===== config.mk =====
export PLATFORM = sky130hd
export DESIGN_NAME = signal_aspect_flasher_flat
export DESIGN_NICKNAME = d
export VERILOG_FILES = /design/src/design/saf_pkg.sv /design/src/design/saf_stream_if.sv /design/src/design/signal_aspect_flasher.sv /design/src/flat_wrapper.sv
export VERILOG_INCLUDE_DIRS = /design/src /design/src/design
export SDC_FILE = /design/constraint.sdc
export NUM_CORES = 2
export LEC_CHECK = 0
export CAP_MARGIN = 10
export CORE_ASPECT_RATIO = 0.8
export CORE_UTILIZATION = 60
export DETAILED_ROUTE_END_ITERATION = 8
export DONT_BUFFER_PORTS = 1
export GPL_ROUTABILITY_DRIVEN = 0
export PLACE_DENSITY = 0.77
export SLEW_MARGIN = 20
export SYNTH_ARGS = -nofsm -noshare
export SYNTH_HDL_FRONTEND = slang
export SYNTH_SLANG_ARGS = --single-unit

===== constraint.sdc =====
create_clock -name i_clk -period 6.73 [get_ports i_clk]
set_input_delay 2.019 -clock i_clk [delete_from_list [all_inputs] [get_ports i_clk]]
set_output_delay 2.019 -clock i_clk [all_outputs]
set_load 0.05 [all_outputs]

===== src/design/signal_aspect_flasher_assert.svh =====
// assertion macros for the signal aspect flasher
`ifndef SIGNAL_ASPECT_FLASHER_ASSERT_SVH
`define SIGNAL_ASPECT_FLASHER_ASSERT_SVH
// implication checked every clock outside reset
`define SAF_ASSERT_IMP(label, clk, rst_n, cond, prop, msg) \
    label: assert property (@(posedge clk) disable iff (!rst_n) (cond) |-> (prop)) \
        else $error(msg);
// next-cycle implication checked every clock outside reset
`define SAF_ASSERT_NEXT(label, clk, rst_n, cond, prop, msg) \
    label: assert property (@(posedge clk) disable iff (!rst_n) (cond) |=> (prop)) \
        else $error(msg);
`endif


===== src/design/saf_pkg.sv =====
// ----------------------------------------------------------------------------
// saf_pkg
// types, constants and register codes of the signal aspect flasher
// ----------------------------------------------------------------------------
package saf_pkg;
    localparam int MAX_CHANNELS = 8;
    localparam int DEF_CHANNELS = 8;
    localparam int CFG_IDX_W = 3;
    localparam int CFG_DATA_W = 16;

    localparam logic [2:0] CFG_ON_TIME = 3'd0;
    localparam logic [2:0] CFG_ON_MUL = 3'd1;
    localparam logic [2:0] CFG_OFF_TIME = 3'd2;
    localparam logic [2:0] CFG_OFF_MUL = 3'd3;
    localparam logic [2:0] CFG_FADE_IN = 3'd4;
    localparam logic [2:0] CFG_FADE_OUT = 3'd5;
    localparam logic [2:0] CFG_MASK = 3'd6;

    localparam logic [4:0] ASP_RED = 5'd0;
    localparam logic [4:0] ASP_GREEN = 5'd1;
    localparam logic [4:0] ASP_AMBER = 5'd2;
    localparam logic [4:0] ASP_DAMBER = 5'd3;
    localparam logic [4:0] ASP_FL_RED = 5'd4;
    localparam logic [4:0] ASP_FL_GREEN = 5'd5;
    localparam logic [4:0] ASP_FL_AMBER = 5'd6;
    localparam logic [4:0] ASP_ALT = 5'd7;
    localparam logic [4:0] ASP_FADE = 5'd8;
    localparam logic [4:0] ASP_DSTROBE = 5'd9;
    localparam logic [4:0] ASP_SSTROBE = 5'd10;
    localparam logic [4:0] ASP_NOOP = 5'd11;
    localparam logic [4:0] ASP_DARK = 5'd18;

    localparam logic OP_CMD = 1'b0;
    localparam logic OP_TICK = 1'b1;

    localparam logic [7:0] LVL_FULL = 8'd255;
    localparam logic [9:0] FADE_STEP = 10'd5;

    typedef struct packed {
        logic [0:0] op;
        logic [2:0] channel;
        logic [4:0] aspect;
    } t_in_item;

    typedef struct packed {
        logic [2:0] out_channel;
        logic [7:0] lamp_a;
        logic [7:0] lamp_b;
        logic [7:0] lamp_c;
        logic [7:0] lamp_d;
        logic [1:0] strobe_pulses;
        logic       last;
    } t_out_item;
endpackage


===== src/design/saf_stream_if.sv =====
// ----------------------------------------------------------------------------
// saf_stream_if
// valid/ready channel carrying one payload
// ----------------------------------------------------------------------------
interface saf_stream_if #(
    parameter type T = logic
);
    logic valid;
    logic ready;
    T     data;
    modport source (output valid, output data, input ready);
    modport sink (input valid, input data, output ready);
endinterface


===== src/design/signal_aspect_flasher.sv =====
// ----------------------------------------------------------------------------
// signal_aspect_flasher
// multi-channel lamp controller for light signals
// ----------------------------------------------------------------------------
// A command transfer passes through the add, update and output states to its
// result; a tick transfer walks the channels one at a time through the compare,
// add, update and output states, sharing one compare and add unit. The block
// takes no new transfer until every result has been taken. Lit and dark times
// are multiplied into registers ahead of use.
`include "signal_aspect_flasher_assert.svh"
module signal_aspect_flasher #(
    parameter int CHANNELS = saf_pkg::DEF_CHANNELS
) (
    input  logic                            i_clk,
    input  logic                            i_rst_n,
    input  logic                            i_cfg_we,
    input  logic [saf_pkg::CFG_IDX_W-1:0]   i_cfg_idx,
    input  logic [saf_pkg::CFG_DATA_W-1:0]  i_cfg_data,
    saf_stream_if.sink                      i_in,
    saf_stream_if.source                    o_out
);
    import saf_pkg::*;

    localparam int NCH = (CHANNELS < MAX_CHANNELS) ? CHANNELS : MAX_CHANNELS;
    localparam int CW = 3;

    localparam logic [2:0] S_IDLE = 3'd0;
    localparam logic [2:0] S_CMP = 3'd1;
    localparam logic [2:0] S_ADD = 3'd2;
    localparam logic [2:0] S_UPD = 3'd3;
    localparam logic [2:0] S_OUT = 3'd4;

    logic [7:0]  r_on_time, r_on_mul, r_off_time, r_off_mul, r_fin, r_fout;
    logic [15:0] r_mask;
    logic [15:0] r_lit, r_dark;

    logic [31:0] r_now;
    logic [4:0]  r_asp [MAX_CHANNELS];
    logic        r_ph [MAX_CHANNELS];
    logic [31:0] r_ond [MAX_CHANNELS];
    logic [31:0] r_offd [MAX_CHANNELS];
    logic [9:0]  r_fl [MAX_CHANNELS];
    logic [7:0]  r_lv [MAX_CHANNELS][4];

    logic [2:0]  r_state;
    logic        r_op;
    logic [CW-1:0] r_ch;
    logic [4:0]  r_casp;
    logic        r_gt;
    logic [31:0] r_sum;
    logic [31:0] r_opa;
    logic [31:0] r_opb;
    logic        r_ovalid;
    t_out_item   r_odata;

    logic        w_gt;
    logic [31:0] w_sum;
    assign w_gt = r_opa > r_opb;
    assign w_sum = r_opa + r_opb;

    function automatic logic present(input logic [15:0] m, input logic [CW-1:0] c,
                                     input int k);
        logic [3:0] b;
        b = 4'({c, 1'b0}) + 4'(k);
        return m[b];
    endfunction

    assign i_in.ready = (r_state == S_IDLE) && !r_ovalid;
    assign o_out.valid = r_ovalid;
    assign o_out.data = r_odata;

    logic on_w;
    logic [4:0] asp_w;
    logic [31:0] dl_w;
    logic [7:0] stp_w;
    always_comb begin
        asp_w = r_asp[r_ch];
        on_w = r_ph[r_ch];
        dl_w = on_w ? r_offd[r_ch] : r_ond[r_ch];
        stp_w = on_w ? r_fin : r_fout;
    end

    always_ff @(posedge i_clk) begin
        r_lit <= 16'(r_on_time * r_on_mul);
        r_dark <= 16'(r_off_time * r_off_mul);
        if (!i_rst_n) begin
            r_on_time <= 8'd50; r_on_mul <= 8'd10;
            r_off_time <= 8'd50; r_off_mul <= 8'd10;
            r_fin <= 8'd10; r_fout <= 8'd10; r_mask <= '0;
            r_now <= '0;
            r_state <= S_IDLE;
            r_ovalid <= 1'b0;
            for (int i = 0; i < MAX_CHANNELS; i++) begin
                r_asp[i] <= '0; r_ph[i] <= 1'b0; r_ond[i] <= '0;
                r_offd[i] <= '0; r_fl[i] <= '0;
                for (int k = 0; k < 4; k++) r_lv[i][k] <= '0;
            end
        end else begin
            if (i_cfg_we) begin
                unique case (i_cfg_idx)
                    CFG_ON_TIME:  r_on_time <= i_cfg_data[7:0];
                    CFG_ON_MUL:   r_on_mul <= i_cfg_data[7:0];
                    CFG_OFF_TIME: r_off_time <= i_cfg_data[7:0];
                    CFG_OFF_MUL:  r_off_mul <= i_cfg_data[7:0];
                    CFG_FADE_IN:  r_fin <= i_cfg_data[7:0];
                    CFG_FADE_OUT: r_fout <= i_cfg_data[7:0];
                    CFG_MASK:     r_mask <= i_cfg_data;
                    default: ;
                endcase
            end
            if (r_ovalid && o_out.ready && r_state != S_OUT) r_ovalid <= 1'b0;
            unique case (r_state)
                S_IDLE: begin
                    if (i_in.valid && i_in.ready) begin
                        r_op <= i_in.data.op;
                        r_casp <= i_in.data.aspect;
                        if (i_in.data.op == OP_TICK) begin
                            r_now <= r_now + 32'd1;
                            r_ch <= '0;
                            r_state <= S_CMP;
                        end else if (32'(i_in.data.channel) < 32'(NCH)) begin
                            r_ch <= i_in.data.channel;
                            r_state <= S_ADD;
                        end
                    end
                end
                S_CMP: begin
                    // passed deadline test through the shared unit
                    r_opa <= r_now;
                    r_opb <= dl_w;
                    r_state <= S_ADD;
                end
                S_ADD: begin
                    if (r_op == OP_TICK) begin
                        r_gt <= w_gt;
                        r_opa <= dl_w;
                        r_opb <= 32'(stp_w);
                    end else begin
                        r_opa <= r_now;
                        r_opb <= 32'((r_casp == ASP_DSTROBE || r_casp == ASP_SSTROBE)
                                     ? r_dark : r_lit);
                    end
                    r_state <= S_UPD;
                end
                S_UPD: begin
                    r_sum <= w_sum;
                    r_opa <= r_now;
                    r_opb <= w_sum;
                    r_state <= S_OUT;
                end
                default: begin
                    // apply and report
                    logic [7:0] a, b, c, d;
                    logic wa, wb, wc, wd;
                    logic [1:0] p;
                    logic [31:0] nd;
                    a = '0; b = '0; c = '0; d = '0;
                    wa = 1'b0; wb = 1'b0; wc = 1'b0; wd = 1'b0; p = '0;
                    nd = r_sum;
                    if (!r_ovalid || o_out.ready) begin
                        if (r_op == OP_CMD) begin
                            logic ok;
                            logic ph;
                            ok = 1'b1; ph = 1'b1;
                            unique case (r_casp)
                                ASP_RED, ASP_FL_RED: begin
                                    wa = 1; wb = 1; wc = 1; wd = 1; b = LVL_FULL;
                                end
                                ASP_GREEN, ASP_FL_GREEN: begin
                                    wa = 1; wb = 1; wc = 1; wd = 1; a = LVL_FULL;
                                end
                                ASP_AMBER, ASP_FL_AMBER: begin
                                    wa = 1; wb = 1; wc = 1; wd = 1; c = LVL_FULL;
                                end
                                ASP_DAMBER: begin
                                    wa = 1; wb = 1; wc = 1; wd = 1;
                                    c = LVL_FULL; d = LVL_FULL;
                                end
                                ASP_ALT: begin
                                    wa = 1; wb = 1; a = LVL_FULL;
                                end
                                ASP_FADE: begin
                                    wa = 1; wb = 1; b = LVL_FULL; r_fl[r_ch] <= '0;
                                end
                                ASP_DSTROBE, ASP_SSTROBE: begin
                                    wa = 1; ph = 0;
                                    p = (r_casp == ASP_DSTROBE) ? 2'd2 : 2'd1;
                                    r_ond[r_ch] <= r_sum;
                                end
                                ASP_DARK: begin
                                    wa = 1; wb = 1; wc = 1; wd = 1; ph = 0;
                                end
                                default: ok = 1'b0;
                            endcase
                            if (ok) begin
                                r_asp[r_ch] <= r_casp;
                                r_ph[r_ch] <= ph;
                                if (r_casp >= ASP_FL_RED && r_casp <= ASP_FADE)
                                    r_offd[r_ch] <= r_sum;
                            end
                        end else if (asp_w >= ASP_FL_RED && asp_w <= ASP_SSTROBE && r_gt) begin
                            if (asp_w == ASP_FADE) begin
                                if (on_w) begin
                                    if (!r_fl[r_ch][9] && r_fl[r_ch] <= 10'd255) begin
                                        if (w_gt) begin
                                            wa = 1; wb = 1; a = r_fl[r_ch][7:0];
                                            b = LVL_FULL - a;
                                            r_offd[r_ch] <= r_sum;
                                            r_fl[r_ch] <= r_fl[r_ch] + FADE_STEP;
                                        end
                                    end else begin
                                        r_ond[r_ch] <= r_now + 32'(r_dark);
                                        r_ph[r_ch] <= 1'b0;
                                        r_fl[r_ch] <= 10'd255;
                                    end
                                end else begin
                                    if (!r_fl[r_ch][9]) begin
                                        if (w_gt) begin
                                            wa = 1; wb = 1; a = r_fl[r_ch][7:0];
                                            b = LVL_FULL - a;
                                            r_ond[r_ch] <= r_sum;
                                            r_fl[r_ch] <= r_fl[r_ch] - FADE_STEP;
                                        end
                                    end else begin
                                        r_offd[r_ch] <= r_now + 32'(r_lit);
                                        r_ph[r_ch] <= 1'b1;
                                        r_fl[r_ch] <= '0;
                                    end
                                end
                            end else if (on_w) begin
                                unique case (asp_w)
                                    ASP_FL_RED: wb = 1;
                                    ASP_FL_GREEN: wa = 1;
                                    ASP_FL_AMBER: wc = 1;
                                    ASP_ALT: begin
                                        wa = 1; wb = 1; b = LVL_FULL;
                                    end
                                    default: ;
                                endcase
                                r_ond[r_ch] <= r_now + 32'(r_dark);
                                r_ph[r_ch] <= 1'b0;
                            end else begin
                                unique case (asp_w)
                                    ASP_FL_RED: begin wb = 1; b = LVL_FULL; end
                                    ASP_FL_GREEN: begin wa = 1; a = LVL_FULL; end
                                    ASP_FL_AMBER: begin wc = 1; c = LVL_FULL; end
                                    ASP_ALT: begin wa = 1; wb = 1; a = LVL_FULL; end
                                    ASP_DSTROBE: p = 2'd2;
                                    default: p = 2'd1;
                                endcase
                                r_offd[r_ch] <= r_now + 32'(r_lit);
                                r_ph[r_ch] <= 1'b1;
                            end
                        end
                        if (!present(r_mask, r_ch, 0)) wc = 0;
                        if (!present(r_mask, r_ch, 1)) wd = 0;
                        if (wa) r_lv[r_ch][0] <= a;
                        if (wb) r_lv[r_ch][1] <= b;
                        if (wc) r_lv[r_ch][2] <= c;
                        if (wd) r_lv[r_ch][3] <= d;
                        r_ovalid <= 1'b1;
                        r_odata.out_channel <= 3'(r_ch);
                        r_odata.lamp_a <= wa ? a : r_lv[r_ch][0];
                        r_odata.lamp_b <= wb ? b : r_lv[r_ch][1];
                        r_odata.lamp_c <= present(r_mask, r_ch, 0)
                                          ? (wc ? c : r_lv[r_ch][2]) : 8'd0;
                        r_odata.lamp_d <= present(r_mask, r_ch, 1)
                                          ? (wd ? d : r_lv[r_ch][3]) : 8'd0;
                        r_odata.strobe_pulses <= p;
                        if (r_op == OP_CMD || 32'(r_ch) == 32'(NCH - 1)) begin
                            r_odata.last <= 1'b1;
                            r_state <= S_IDLE;
                        end else begin
                            r_odata.last <= 1'b0;
                            r_ch <= r_ch + 1'b1;
                            r_state <= S_CMP;
                        end
                    end
                end
            endcase
        end
    end

    `SAF_ASSERT_IMP(a_busy_not_ready, i_clk, i_rst_n, r_state != S_IDLE, !i_in.ready,
                    "ready while busy")
    `SAF_ASSERT_IMP(a_chan_range, i_clk, i_rst_n, r_ovalid,
                    32'(r_odata.out_channel) < 32'(NCH), "bad channel")
    `SAF_ASSERT_NEXT(a_tick_walk, i_clk, i_rst_n,
                     i_in.valid && i_in.ready && i_in.data.op == OP_TICK,
                     r_state == S_CMP && r_ch == '0, "tick did not start walk")
    `SAF_ASSERT_IMP(a_pulse_range, i_clk, i_rst_n, r_ovalid,
                    r_odata.strobe_pulses != 2'd3, "bad pulse count")
endmodule


===== src/flat_wrapper.sv =====
// flat-port wrapper written by rule: the top's interface ports become plain ports
module signal_aspect_flasher_flat import saf_pkg::*;
#(
    parameter int CHANNELS = saf_pkg::DEF_CHANNELS
)
  (i_clk, i_rst_n, i_cfg_we, i_cfg_idx, i_cfg_data, i_in_valid, i_in_data, i_in_ready, o_out_valid, o_out_data, o_out_ready);
  saf_stream_if #(.T(t_in_item)) i_in_i ();
  saf_stream_if #(.T(t_out_item)) o_out_i ();
  input  logic i_clk;
  input  logic i_rst_n;
  input  logic i_cfg_we;
  input  logic [saf_pkg::CFG_IDX_W-1:0] i_cfg_idx;
  input  logic [saf_pkg::CFG_DATA_W-1:0] i_cfg_data;
  input wire logic [$bits(i_in_i.valid)-1:0] i_in_valid;
  input wire logic [$bits(i_in_i.data)-1:0] i_in_data;
  output wire logic [$bits(i_in_i.ready)-1:0] i_in_ready;
  output wire logic [$bits(o_out_i.valid)-1:0] o_out_valid;
  output wire logic [$bits(o_out_i.data)-1:0] o_out_data;
  input wire logic [$bits(o_out_i.ready)-1:0] o_out_ready;
  assign i_in_i.valid = i_in_valid;
  assign i_in_i.data = i_in_data;
  assign i_in_ready = i_in_i.ready;
  assign o_out_valid = o_out_i.valid;
  assign o_out_data = o_out_i.data;
  assign o_out_i.ready = o_out_ready;
  signal_aspect_flasher #(.CHANNELS(CHANNELS)) u_core (.i_clk(i_clk), .i_rst_n(i_rst_n), .i_cfg_we(i_cfg_we), .i_cfg_idx(i_cfg_idx), .i_cfg_data(i_cfg_data), .i_in(i_in_i), .o_out(o_out_i));
endmodule

==> reports/metrics.cfg <==
[run_status]
status=finished clean

[floorplanning]
ios=73
die_area_um2=92600
die_width_um=340
start_util=0.610
coreArea_um2=89900
rows=98
fp.dieH_um=272

[sta]
setup_violations=0
slew_headroom=0.148
timing.final.crit_share=0.810
holdWs_ns=0.462
slew_violations=0
fmax_mhz=183
fin_crit_ns=5.45
rsz0062_at_grt=false
tightest_slew_ns=1.27
clock_skew_ns=0.0679
finalHoldViolCount=0
setup_tns_ns=0

[route]
first_pass_iters=6
drc=0
vias_per_cell=6.60
dr_wl_met3_um=17500
drt_iter0_markers=5260
routed_wl_um=146000
wl_per_cell_um=25.6
final_antenna_net_count=0
top_layer=met5
dr_wl_met2_um=65800
wl_met1_um=57300
dr_total_vias=37700

[critical_path]
worstSetupPathType=reg -> reg
cp-start-kind=flip-flop
arrival_ns=5.84
crit_fanout=57
worstPathRequired_ns=7.11
end_kind=flip-flop

[finish]
multi_input_area_um2=22900
area_growth_pct=8.25
utilization=0.661
seq_area_um2=30100
drive_gt1_frac=0.133
diodes=0
fin_nets=4708
n_fill_cell=6417
instances_no_fill=5714

[yosys]
yosys_warnings=0
synth_cells=4540
synth_area_per_cell_um2=12.1
post_synth_num_cell_types=81
synth_edf_count=906
synth_seq_area_share=0.548
synth_top_area_cell=edfxtp_1
synth_top_flop_cell=edfxtp_1
syn_nets=4820
async_reset_ff_frac=0
ys_seq_elements=1049
synth_top_area_frac=0.496
synth_area_leaders=edfxtp_1 (50%), mux4_2 (9.2%), nor2_1 (5.4%)
synth_area_um2=54800

[min_path]
worst_hold_path_type=reg -> reg

[power_and_ir_drop]
sw_frac_of_total=0.287
totalPowerFinal_mw=17.4
powerDensity_nw_per_um2=293
vdd_drop_max_mv=0.244
p_int_mw=12.4
p_comb_frac=0.204
p_leak_nw=21.8
clkPwrFrac=0.353
seqPwrFrac=0.443
p_sw_mw=4.99

[grt]
grt_pass1_vias=36700
grt_util_all_layers=0.319
grt-ovfl-total=0
grt_pass1_wl_um=223000
grt_start_max_net_pins=180
antenna_found_initial=2

[clock_network]
postCtsSetupBuffers=0
clockRootBuffer=clkbuf_16
cts_hold_buf=0
cts.path.max_buffers=3
cts_inserted_buffers=100
path_clk_slew_ns=0.06
cts.sinks=1049
clock_latency_ns=0.70
cts.htree.levels=3
cts_tree=yes
cts_resized=0

[run]
cap_violations=0

[placed_design]
placed_cells=5526
portBuffers=0
place_hpwl_um=96400

[placed cells by master, fill, tap and decap left out, types with 15 or more instances in the layout]
cell and n:
mux4_2 225, ha_1 172, xnor2_1 89, a21boi_0 69
buf_4 71, nor2_1 782, and2_1 107, nor4_1 74
clkinv_1 20, and3_1 60, a21o_1 22, edfxtp_1 906
clkinv_2 17, a21oi_1 128, nand2b_1 28, nand2_1 379
a22oi_1 15, o21ai_0 109, fa_1 75, dfxtp_1 140
nor3_1 114, xor2_1 35, mux2i_1 44, mux2_2 71
bufinv_16 19, clkbuf_16 101, nand3_1 59, nand4_1 23
o211ai_1 17, nor2b_1 38, or3_1 21, inv_1 184
[layer usage]
layer	global-route usage	vias up
li1	-	16300
met1	0.456	18600
met2	0.487	2396
met3	0.0625	371
met4	0.120	4
met5	0	-
[worst paths after layout]
check,start,endpoint,slack [ns],depth (start not counted)
max,flip-flop,u_core.r_ond[5][22],1.28,10
min,u_core.r_mask[4],u_core.r_mask[4],0.46,2
max reg2reg,flip-flop,u_core.r_ond[5][22],1.28,10
min reg2reg,u_core.r_mask[4],u_core.r_mask[4],0.46,2
[power by group through the flow]
stage	registers, mW	logic [mW]	clock network, mW
floorplan	7.66	2.58	0
finish	7.70	3.55	6.12
global route	7.73	3.76	6.38
CTS	7.70	3.48	6.14
detailed placement	7.83	3.45	0
global placement	7.82	3.41	0
[Yosys cell counts (all sizes together), types with 25 or more instances]
cell type and number:
mux2 72, and3 61, buf 99, edfxtp 906, mux4 225, nor2 783
nand3 60, nor4 74, o21ai 115, dfxtp 143, nor3 118, xor2 35
a21oi 128, a21boi 69, o31ai 25, and2 109, xnor2 89, mux2i 45
nor2b 38, fa 75, nand2b 29, nand2 403, ha 172, clkbuf 190
inv 184
[layout make-up]
cell class	instances	area share
flip-flops and latches	1049	0.507
multi-input cells	3018	0.386
clock buffers	118	0.0442
well taps	1200	0.0253
clock inverters	70	0.0158
inverters	184	0.0116
repair buffers	75	0.0103
[through the flow]
| stage | setup slack, ns | cell area [um^2] |
|---|---|---|
| after floorplan | 1.11 | 54800 |
| after global placement | 1.42 | 55700 |
| after detailed placement | 1.23 | 55800 |
| after CTS | 1.37 | 59300 |
| after global routing | 1.01 | 59400 |
| final | 1.28 | 59400 |
[logic make-up after synthesis]
logic type / share of synthesized area
adder cells (fa/ha/maj): 0.0666
AND/OR/NAND/NOR: 0.146
flip-flops: 0.548
AO/OA/AOI/OAI: 0.0664
multiplexers: 0.115
buffers and inverters: 0.0373
XOR/XNOR: 0.0198
[worst max-delay path, stage by stage (launching register included)]
cell and delay [ns]:
dfxtp_4 0.91, buf_4 0.59, o311ai_0 0.30, o22a_1 0.30, nand3_1 0.43, or2_0 0.23, buf_4 0.25, nor2_1 0.11
nor3_2 0.96, mux2i_1 0.90, nor2_1 0.10
[state kept, by name, indices dropped and copies added (netlist names), 3 cells and up, named ones only]
name	count
u_core.r_lit	16
u_core.r_lv	144
u_core.r_opa	32
u_core.r_opb	32
u_core.o_out.data	24
u_core.r_fin	8
u_core.r_state	3
u_core.r_off_mul	8
u_core.r_dark	16
u_core.r_sum	32
u_core.r_fl	80
u_core.r_fout	8
u_core.r_on_time	8
u_core.r_offd	256
u_core.r_casp	5
u_core.r_ch	3
u_core.r_on_mul	8
u_core.r_off_time	8
u_core.r_mask	16
u_core.r_ond	256
u_core.r_now	32
u_core.r_asp	40
u_core.r_ph	8
(Power assumes the default switching activity.)
